==> config.mk <==
export PLATFORM = sky130hd
export DESIGN_NAME = oaht_ctrl
export DESIGN_NICKNAME = d
export VERILOG_FILES = /design/src/hw/rtl/oaht_pkg.sv /design/src/hw/rtl/oaht_ctrl.sv
export SDC_FILE = /design/constraint.sdc
export NUM_CORES = 1
export LEC_CHECK = 0
export BUFFER_PORTS_ARGS = -buffer_cell sky130_fd_sc_hd__buf_2
export CORE_MARGIN = 10
export CORE_UTILIZATION = 43
export DETAILED_ROUTE_END_ITERATION = 7
export HOLD_SLACK_MARGIN = 0.1
export PLACE_DENSITY = 0.85
export SETUP_SLACK_MARGIN = 0.1
export SLEW_MARGIN = 20
export SYNTH_ARGS = -nofsm -noshare
export SYNTH_HDL_FRONTEND = slang
export SYNTH_SLANG_ARGS = --single-unit
==> constraint.sdc <==
create_clock -name clk -period 1.8 [get_ports clk]
set_input_delay 0.36 -clock clk [delete_from_list [all_inputs] [get_ports clk]]
set_output_delay 0.36 -clock clk [all_outputs]
set_load 0.01 [all_outputs]
==> src/hw/rtl/oaht_pkg.sv <==
// Shared types and codes for the open-addressing hash table.
// No dependencies; used by controller, datapath, top level and checker.
package oaht_pkg;

  localparam int KEY_W  = 64;
  localparam int VAL_W  = 64;
  localparam int CAPW   = 5;   // internal width of log2 capacity
  localparam int CAPO_W = 4;   // capacity field width on the result
  localparam int COLL_W = 32;
  localparam int IN_W   = 192;
  localparam logic [CAPW-1:0] RST_CAP = CAPW'(4);

  typedef enum logic [1:0] {
    OP_INSERT = 2'd0,
    OP_LOOKUP = 2'd1,
    OP_UPDATE = 2'd2,
    OP_NONE   = 2'd3
  } op_t;

  typedef enum logic [1:0] {
    ST_OK       = 2'd0,
    ST_FOUND    = 2'd1,
    ST_NOTFOUND = 2'd2,
    ST_FULL     = 2'd3
  } st_t;

  typedef enum logic [3:0] {
    S_CLEAR,
    S_IDLE,
    S_PRD,
    S_PCHK,
    S_GRD,
    S_GCHK,
    S_RRD,
    S_RLD,
    S_DONE
  } state_t;

  // controller -> datapath
  typedef struct packed {
    logic cfg_load;
    logic clr_step;
    logic item_load;
    logic probe_adv;
    logic count_coll;
    logic place;
    logic upd_val;
    logic res_we;
    st_t  res_st;
    logic res_val;
    logic grow_start;
    logic grow_step;
    logic grow_finish;
    logic re_load;
    logic re_next;
    logic item_reprobe;
    logic addr_scan;
    logic out_load;
  } cmd_t;

  // datapath -> controller
  typedef struct packed {
    op_t  op;
    logic clr_done;
    logic used;
    logic match;
    logic lim;
    logic first;
    logic need_grow;
    logic at_max;
    logic grow_last;
    logic re_last;
    logic re_empty;
    logic out_free;
  } sts_t;

endpackage

==> src/hw/rtl/oaht_ctrl.sv <==
// Controller state machine of the hash table: probe, growth and reinsertion.
// Depends on oaht_pkg; drives oaht_dp through cmd_t, reads sts_t.
module oaht_ctrl (
  input  logic           clk,
  input  logic           rst_n,
  input  logic           in_tvalid,
  output logic           in_tready,
  input  logic [1:0]     in_tuser,
  input  logic           cfg_valid,
  output logic           cfg_ready,
  input  oaht_pkg::sts_t sts,
  output oaht_pkg::cmd_t cmd
);
  import oaht_pkg::*;

  state_t state_r, state_nxt;
  logic   rehash_r, rehash_nxt;  // probing an old entry during growth
  logic   again_r, again_nxt;    // second probe of an insert after growth

  // state registers
  always_ff @(posedge clk) begin
    if (!rst_n) begin
      state_r  <= S_CLEAR;
      rehash_r <= 1'b0;
      again_r  <= 1'b0;
    end else begin
      state_r  <= state_nxt;
      rehash_r <= rehash_nxt;
      again_r  <= again_nxt;
    end
  end

  // next state and commands
  always_comb begin
    cmd        = '0;
    cmd.res_st = ST_OK;
    state_nxt  = state_r;
    rehash_nxt = rehash_r;
    again_nxt  = again_r;
    in_tready  = 1'b0;
    cfg_ready  = 1'b1;
    unique case (state_r)
      S_CLEAR: begin
        cmd.clr_step = 1'b1;
        if (sts.clr_done) state_nxt = S_IDLE;
      end
      S_IDLE: begin
        in_tready = 1'b1;
        if (in_tvalid) begin
          cmd.item_load = 1'b1;
          rehash_nxt    = 1'b0;
          again_nxt     = 1'b0;
          state_nxt     = (op_t'(in_tuser) == OP_NONE) ? S_DONE : S_PRD;
        end
      end
      S_PRD: state_nxt = S_PCHK;
      S_PCHK: begin
        // collision at the home slot
        if (sts.used && !sts.match && sts.first) cmd.count_coll = 1'b1;
        if (!sts.used || sts.match || sts.lim) begin
          if (rehash_r) begin
            cmd.place   = 1'b1;
            cmd.re_next = 1'b1;
            if (sts.re_last) begin
              cmd.item_reprobe = 1'b1;
              rehash_nxt       = 1'b0;
              again_nxt        = 1'b1;
              state_nxt        = S_PRD;
            end else begin
              state_nxt = S_RRD;
            end
          end else begin
            state_nxt = S_DONE;
            unique case (sts.op)
              OP_LOOKUP: begin
                cmd.res_we  = 1'b1;
                cmd.res_st  = sts.match ? ST_FOUND : ST_NOTFOUND;
                cmd.res_val = sts.match;
              end
              OP_UPDATE: begin
                cmd.res_we  = 1'b1;
                cmd.res_st  = sts.match ? ST_OK : ST_NOTFOUND;
                cmd.upd_val = sts.match;
              end
              OP_INSERT: begin
                cmd.res_we = 1'b1;
                priority if (again_r) begin
                  cmd.place  = 1'b1;
                  cmd.res_st = ST_OK;
                end else if (sts.match) begin
                  cmd.res_st = ST_FOUND;
                end else if (sts.need_grow && sts.at_max) begin
                  cmd.res_st = ST_FULL;
                end else if (sts.need_grow) begin
                  cmd.res_we     = 1'b0;
                  cmd.grow_start = 1'b1;
                  state_nxt      = S_GRD;
                end else begin
                  cmd.place  = 1'b1;
                  cmd.res_st = ST_OK;
                end
              end
              default: ;
            endcase
          end
        end else begin
          cmd.probe_adv = 1'b1;
          state_nxt     = S_PRD;
        end
      end
      S_GRD: begin
        cmd.addr_scan = 1'b1;
        state_nxt     = S_GCHK;
      end
      S_GCHK: begin
        cmd.addr_scan = 1'b1;
        cmd.grow_step = 1'b1;
        if (sts.grow_last) begin
          cmd.grow_finish = 1'b1;
          state_nxt       = S_RRD;
        end else begin
          state_nxt = S_GRD;
        end
      end
      S_RRD: begin
        if (sts.re_empty) begin
          cmd.item_reprobe = 1'b1;
          again_nxt        = 1'b1;
          state_nxt        = S_PRD;
        end else begin
          state_nxt = S_RLD;
        end
      end
      S_RLD: begin
        cmd.re_load = 1'b1;
        rehash_nxt  = 1'b1;
        state_nxt   = S_PRD;
      end
      S_DONE: begin
        if (sts.out_free) begin
          cmd.out_load = 1'b1;
          state_nxt    = S_IDLE;
        end
      end
      default: state_nxt = S_CLEAR;
    endcase
    // a configuration write restarts the table
    if (cfg_valid) begin
      cmd          = '0;
      cmd.res_st   = ST_OK;
      cmd.cfg_load = 1'b1;
      in_tready    = 1'b0;
      state_nxt    = S_CLEAR;
    end
  end

endmodule

==> results of run 1 <==
flip-flops by register name, indices dropped and copies added (netlist names):
| signal | count |
|---|---|
| state_r | 4 |
| again_r | 1 |
| rehash_r | 1 |
per-layer routing:
metal	GRT usage, %	share of wire, %	vias to the layer above
met1	17.91	37	526
met5	0	0	-
met3	2.714	10	19
met2	28.38	48	103
met4	10.34	5.0	0
li1	-	-	493
repair_timing:
item | in CTS | in global routing
pin swaps | 7 | 7
buffers inserted | 8 | 1
gates resized for setup | 27 | 8
setup endpoints to repair | 18 | 16
critical path: stages (launching register included):
cell and delay, ns:
dfxtp_4 0.37, buf_6 0.12, or4_4 0.54, nor3_2 0.19, buf_2 0.17
cell families (layout without fill, tap and decap cells):
kind of cell / after synthesis / in the layout / share of synthesized area [%]
multiplexers: 1 / 1 / 1.399
AND/OR/NAND/NOR: 56 / 56 / 45.81
buffers and inverters: 12 / 69 / 9.265
AO/OA/AOI/OAI: 27 / 27 / 26.23
other: 1 / 1 / 0.5240
flip-flops: 6 / 6 / 16.78
where the power goes:
part	leakage, nW	switching (mW)	internal (mW)	total, mW
registers	0.0510	0.00192	0.132	0.134
clock network	0.0138	0.0594	0.0761	0.136
logic	0.526	0.0645	0.0546	0.119
worst min path at each step:
stage               slack, ns  depth (start not counted)  endpoint  startpoint
finish                   0.39                          2   again_r       rst_n
global route             0.40                          2   again_r       rst_n
CTS                      0.40                          2   again_r       rst_n
detailed placement       0.53                          2   again_r     again_r
global placement         0.50                          2   again_r     again_r
floorplan                0.48                          2   again_r     again_r
cell usage after synthesis (all sizes together), types with 2 or more instances:
cell type	instances
a21oi	6
a31oi	2
a32o	3
buf	6
clkbuf	2
dfxtp	6
inv	4
nand2	9
nand2b	6
nand3	2
nor2	11
nor3	13
nor4	2
nor4b	2
o21ai	8
per-stage QoR:
stage	setup WS (ns)	instance area (um^2)	hold slack [ns]
after floorplan	0.1205	715.7	0.4805
after global routing	-0.2271	1231	0.3989
after detailed placement	-0.06618	987.2	0.5257
after CTS	-0.1319	1181	0.3966
after global placement	-0.001405	987.2	0.4976
final	-0.2081	1231	0.3904
layout make-up:
cell class | count | area, um^2 | share of cell area (%)
Timing Repair Buffer | 62 | 399.1 | 32.42
Sequential cell | 6 | 130.1 | 10.57
Multi-Input combinational cell | 85 | 644.4 | 52.34
Clock buffer | 3 | 22.52 | 1.829
Tap cell | 16 | 20.02 | 1.626
Inverter | 4 | 15.01 | 1.220
==> metrics.md, run 1 <==
| Metric | Value |
|---|---|
| FF-to-FF Start | `state_r[2]` |
| TritonCTS buffer count | `3` |
| Dpl hpwl | `2234 um` |
| Setup_tns | `-1.210 ns` |
| CP startpoint | `state_r[2]` |
| Worst Hold Class | `primary input to flip-flop` |
| Core ar. | `approximately 1500 um^2` |
| Async set-reset flop share out of synthesis | `0%` |
| PD cells | `315.6 nW/um^2` |
| Max FO, Critical Path | `4` |
| Vias in the first global route | `roughly 1100` |
| H-tree levels | `1` |
| R2R depth | `5` |
| Post-DRT Antenna Nets | `0` |
| CTS sink cnt | `6` |
| Die outline area | `between 3000 and 4000 um^2` |
| Synth area leaders | `dfxtp_1 (17%), nor3_1 (9.1%), nor2_1 (5.8%)` |
| DR DRC count | `0` |
| R2R setup slack | `approximately 0.20 ns` |
| Ant diodes | `0` |
| Final setup viols | `12` |
| Most frequent cells in the layout | `buf_2 (37), buf_4 (18), nor2_1 (10), o21ai_0 (8), nand2_1 (8)` |
| DR vias | `between 1000 and 1500` |
| Syn avg cell area | `~6.9 um^2` |
| Gate Count Post-Synth | `between 100 and 150` |
| Final setup margin | `-0.2081 ns` |
| Final Critical Period | `2.008 ns` |
| GRT Overall Usage | `between 10% and 20%` |
| CTS tree | `done` |
| First-pass GRT wire length | `around 4800 um` |
| Final WL | `between 3000 and 4000 um` |
| Root buf cell | `clkbuf_4` |
| Synth Flop Type | `dfxtp_1` |
| Drt pass-1 iters | `6` |
| Largest net degree at the start of global routing | `13` |
| Final slew viol count | `0` |
| Design Power | `a little under 0.4 mW` |
| Failing checks | `setup timing` |
| Wire per inst | `a little under 20 um` |
| CP endpoint | `cmd[13]` |
| Placed Cells | `164` |
| Clk pin slew, worst setup/hold paths | `approximately 0.050 ns` |
| Startpoint types | `flip-flop` |
| Status | `complete, but fails checks` |
| IO buf count | `38` |
| Arrival @ worst endpoint | `1.65 ns` |
| DR vias/cell | `approximately 6.5` |
| Final Util | `approximately 80%` |
| Worst setup path category | `flip-flop to output pin` |
| Worst skew pair latency | `roughly 0.26 ns` |
| Leakage power | `0.5909 nW` |
| Number of hold buffers added after CTS | `0` |
| Layout Cells excl Fill | `around 180` |
| Clk_skew | `about 0.00035 ns` |
| RSZ-0062 raised after global routing | `yes` |
| Post-synth EDFFs | `0` |
| Library cells used by synthesis | `38` |
| Critical Path RT | `1.44 ns` |
| Gr ovfl total | `0` |
| Fmax | `between 400 and 500 MHz` |
| Floorplan row count | `14` |
| Iter 0 DRT Violations | `roughly 110` |
| Die W | `around 61 um` |
| Yosys top cell by area | `dfxtp_1` |
| Area grow syn2layout | `72.03%` |
| Layout cells sized above 1 | `a little under three fifths` |
| VDD IR max | `approximately 0.00029 V` |
| Synth top area share | `16.78%` |
| Initial antenna violation count | `0` |
| #FFs+latches synth | `6` |
| Final #Nets | `around 180` |
| Max Cap Viol | `0` |
| Setup crit end kind | `output pin` |
| Final hold vios | `0` |
| Filler cells | `between 90 and 100` |
| R2R Path End | `state_r[1]` |
| Clock Path Buffers | `2` |
| Ys Warns | `0` |
| Post-synthesis sequential area ratio | `about 17%` |
| DIE HEIGHT | `approximately 61 um` |
| Most common cell after layout, fill and taps aside | `buf_2` |
| # IOs | `40` |
| Initial Util | `46.43%` |
| Post-Syn Nets | `between 100 and 150` |
| Period utilization | `111.6%` |
| GP Congestion | `0.8959` |
| Syn Std Cell Area | `between 700 and 800 um^2` |
Power figures use the tool's default switching activity.
==> run 2, diff against run 1 <==
- CORE_UTILIZATION: 43 -> 46
- PLACE_DENSITY: 0.85 -> 0.9
- clock period: 1.8 -> 2.5 ns (I/O delays scaled with it)
==> metrics.md, run 2 (synthesis gave the netlist of run 1 again) <==
| Metric | Value |
|---|---|
| Status | `completed` |
| Final hold vios | `0` |
| Worst skew pair latency | `around 0.26 ns` |
| Vias in the first global route | `~870` |
| Number of hold buffers added after CTS | `0` |
| Dpl hpwl | `slightly below 2000 um` |
| Fin Hold WS | `slightly above 0.5 ns` |
| R2R depth | `4` |
| Critical Path RT | `around 2 ns` |
| Worst setup path category | `flip-flop to output pin` |
| Arrival @ worst endpoint | `between 1.5 and 2 ns` |
| Ant diodes | `0` |
| Core ar. | `approximately 1500 um^2` |
| Setup crit end kind | `output pin` |
| Slowest stage cell, crit path | `dfxtp_1` |
| Wire per inst | `~16 um` |
| Initial Util | `around 48%` |
| Largest Register | `state_r` |
| Postcts setup bufs | `0` |
| Largest net degree at the start of global routing | `16` |
| Final slew viol count | `0` |
| Area of the multi-input gates | `approximately 540 um^2` |
| DR vias/cell | `5.955` |
| First-pass GRT wire length | `about 3700 um` |
| Clock Path Buffers | `2` |
| Gr ovfl total | `0` |
| Clk pin slew, worst setup/hold paths | `~0.050 ns` |
| Leakage power | `between 0.4 and 0.5 nW` |
| Design Power | `about 0.26 mW` |
| RSZ-0062 raised after global routing | `no` |
| Register area | `between 100 and 150 um^2` |
| R2R Path End | `state_r[3]` |
| # IOs | `40` |
| FF-to-FF Start | `state_r[3]` |
| Worst Hold End | `again_r` |
| Final #Nets | `160` |
| Hold-critical path depth | `2` |
| Die outline area | `3534 um^2` |
| GP Congestion | `between 0.8 and 0.9` |
| Cts repair resizes | `0` |
| Die W | `around 60 um` |
| PD cells | `277.8 nW/um^2` |
| CTS tree | `done` |
| Hold wc startpoint | `again_r` |
| Area grow syn2layout | `29.37%` |
| Setup_tns | `0 ns` |
| DR DRC count | `0` |
| CTS sink cnt | `6` |
| Worst Max-Slew Pin Slew | `between 0.5 and 0.6 ns` |
| Slew Limit Headroom | `66.42%` |
| Post-DRT Antenna Nets | `0` |
| Drt pass-1 iters | `4` |
| Period utilization | `between 80% and 90%` |
| H-tree levels | `1` |
| Floorplan row count | `14` |
| GRT Overall Usage | `between 10% and 20%` |
| TritonCTS buffer count | `3` |
| Most common cell after layout, fill and taps aside | `buf_2` |
| Fmax | `roughly 450 MHz` |
| Max FFs per register | `4` |
| DR vias | `923` |
| Final Critical Period | `2.227 ns` |
| Final WL | `2452 um` |
| Biggest regs | `state_r x4, again_r x1, rehash_r x1` |
| Max Cap Viol | `0` |
| Initial antenna violation count | `0` |
| Filler cells | `~130` |
| Worst Hold Class | `flip-flop to flip-flop` |
| Most frequent cells in the layout | `buf_2 (38), nor3_1 (13), nor2_1 (11), nand2_1 (9), o21ai_0 (8)` |
| Final setup viols | `0` |
| Iter 0 DRT Violations | `34` |
| DIE HEIGHT | `approximately 60 um` |
| Startpoint types | `flip-flop` |
| R2R setup slack | `just under 1 ns` |
| VDD IR max | `~0.00026 V` |
| Layout cells sized above 1 | `about 37%` |
| CP Cell Sequence | `nor4_2 > nand3_1 > and4bb_2 > buf_2` |
| IO buf count | `38` |
| Clk_skew | `0.01004 ns` |
| Max FO, Critical Path | `15` |
| Root buf cell | `clkbuf_4` |
| CP max stage delay | `0.44 ns` |
==> run 2: power by group <==
part | leakage, nW | internal, mW | total, mW | switching, mW
Clock | 0.0138 | 0.0546 | 0.0938 | 0.0392
Combinational | 0.377 | 0.0278 | 0.0656 | 0.0377
Sequential | 0.0485 | 0.0970 | 0.0978 | 0.000827
==> run 2: layer usage <==
layer	up-vias	share of wire [%]	global-route usage, %
li1	453	-	-
met1	427	37	13.53
met2	39	52	22.59
met3	4	8.8	5.579
met4	0	1.3	5.246
met5	-	0	0
==> run 2: worst max path at each step <==
stage / startpoint / end / slack (ns) / cells after the start
6_report: state_r[3] / cmd[10] / 0.27 / 4
5_1_grt: state_r[3] / cmd[10] / 0.11 / 4
4_1_cts: state_r[2] / cmd[10] / 0.23 / 4
3_5_place_dp: cfg_valid / cmd[10] / 0.33 / 5
3_3_place_gp: cfg_valid / cmd[10] / 0.37 / 5
2_1_floorplan: sts[8] / cmd[10] / 0.55 / 4
==> run 2: layout make-up <==
class	count	area share, %
clock buffers	3	2.432
repair buffers	41	22.97
well taps	16	2.162
flip-flops and latches	6	12.97
inverters	4	1.622
multi-input cells	85	57.84
==> run 2: stage by stage <==
step / worst slack, ns / area (um^2) / utilization [%] / instances
CTS: 0.2346 / 919.6 / 61.76 / 155
finish: 0.2733 / 925.9 / 62.18 / 155
global placement: 0.3678 / 897.1 / 60.25 / 152
global route: 0.1135 / 925.9 / 62.18 / 155
floorplan: 0.5536 / 715.7 / - / 103
detailed placement: 0.3257 / 897.1 / 60.25 / 152
==> run 2: critical path: cells and delay by family (launching register included) <==
| family | cells | cell delay (ns) |
|---|---|---|
| and+or+nand+nor | 3 | 0.90 |
| DFF | 1 | 0.44 |
| buffers and inverters | 1 | 0.13 |
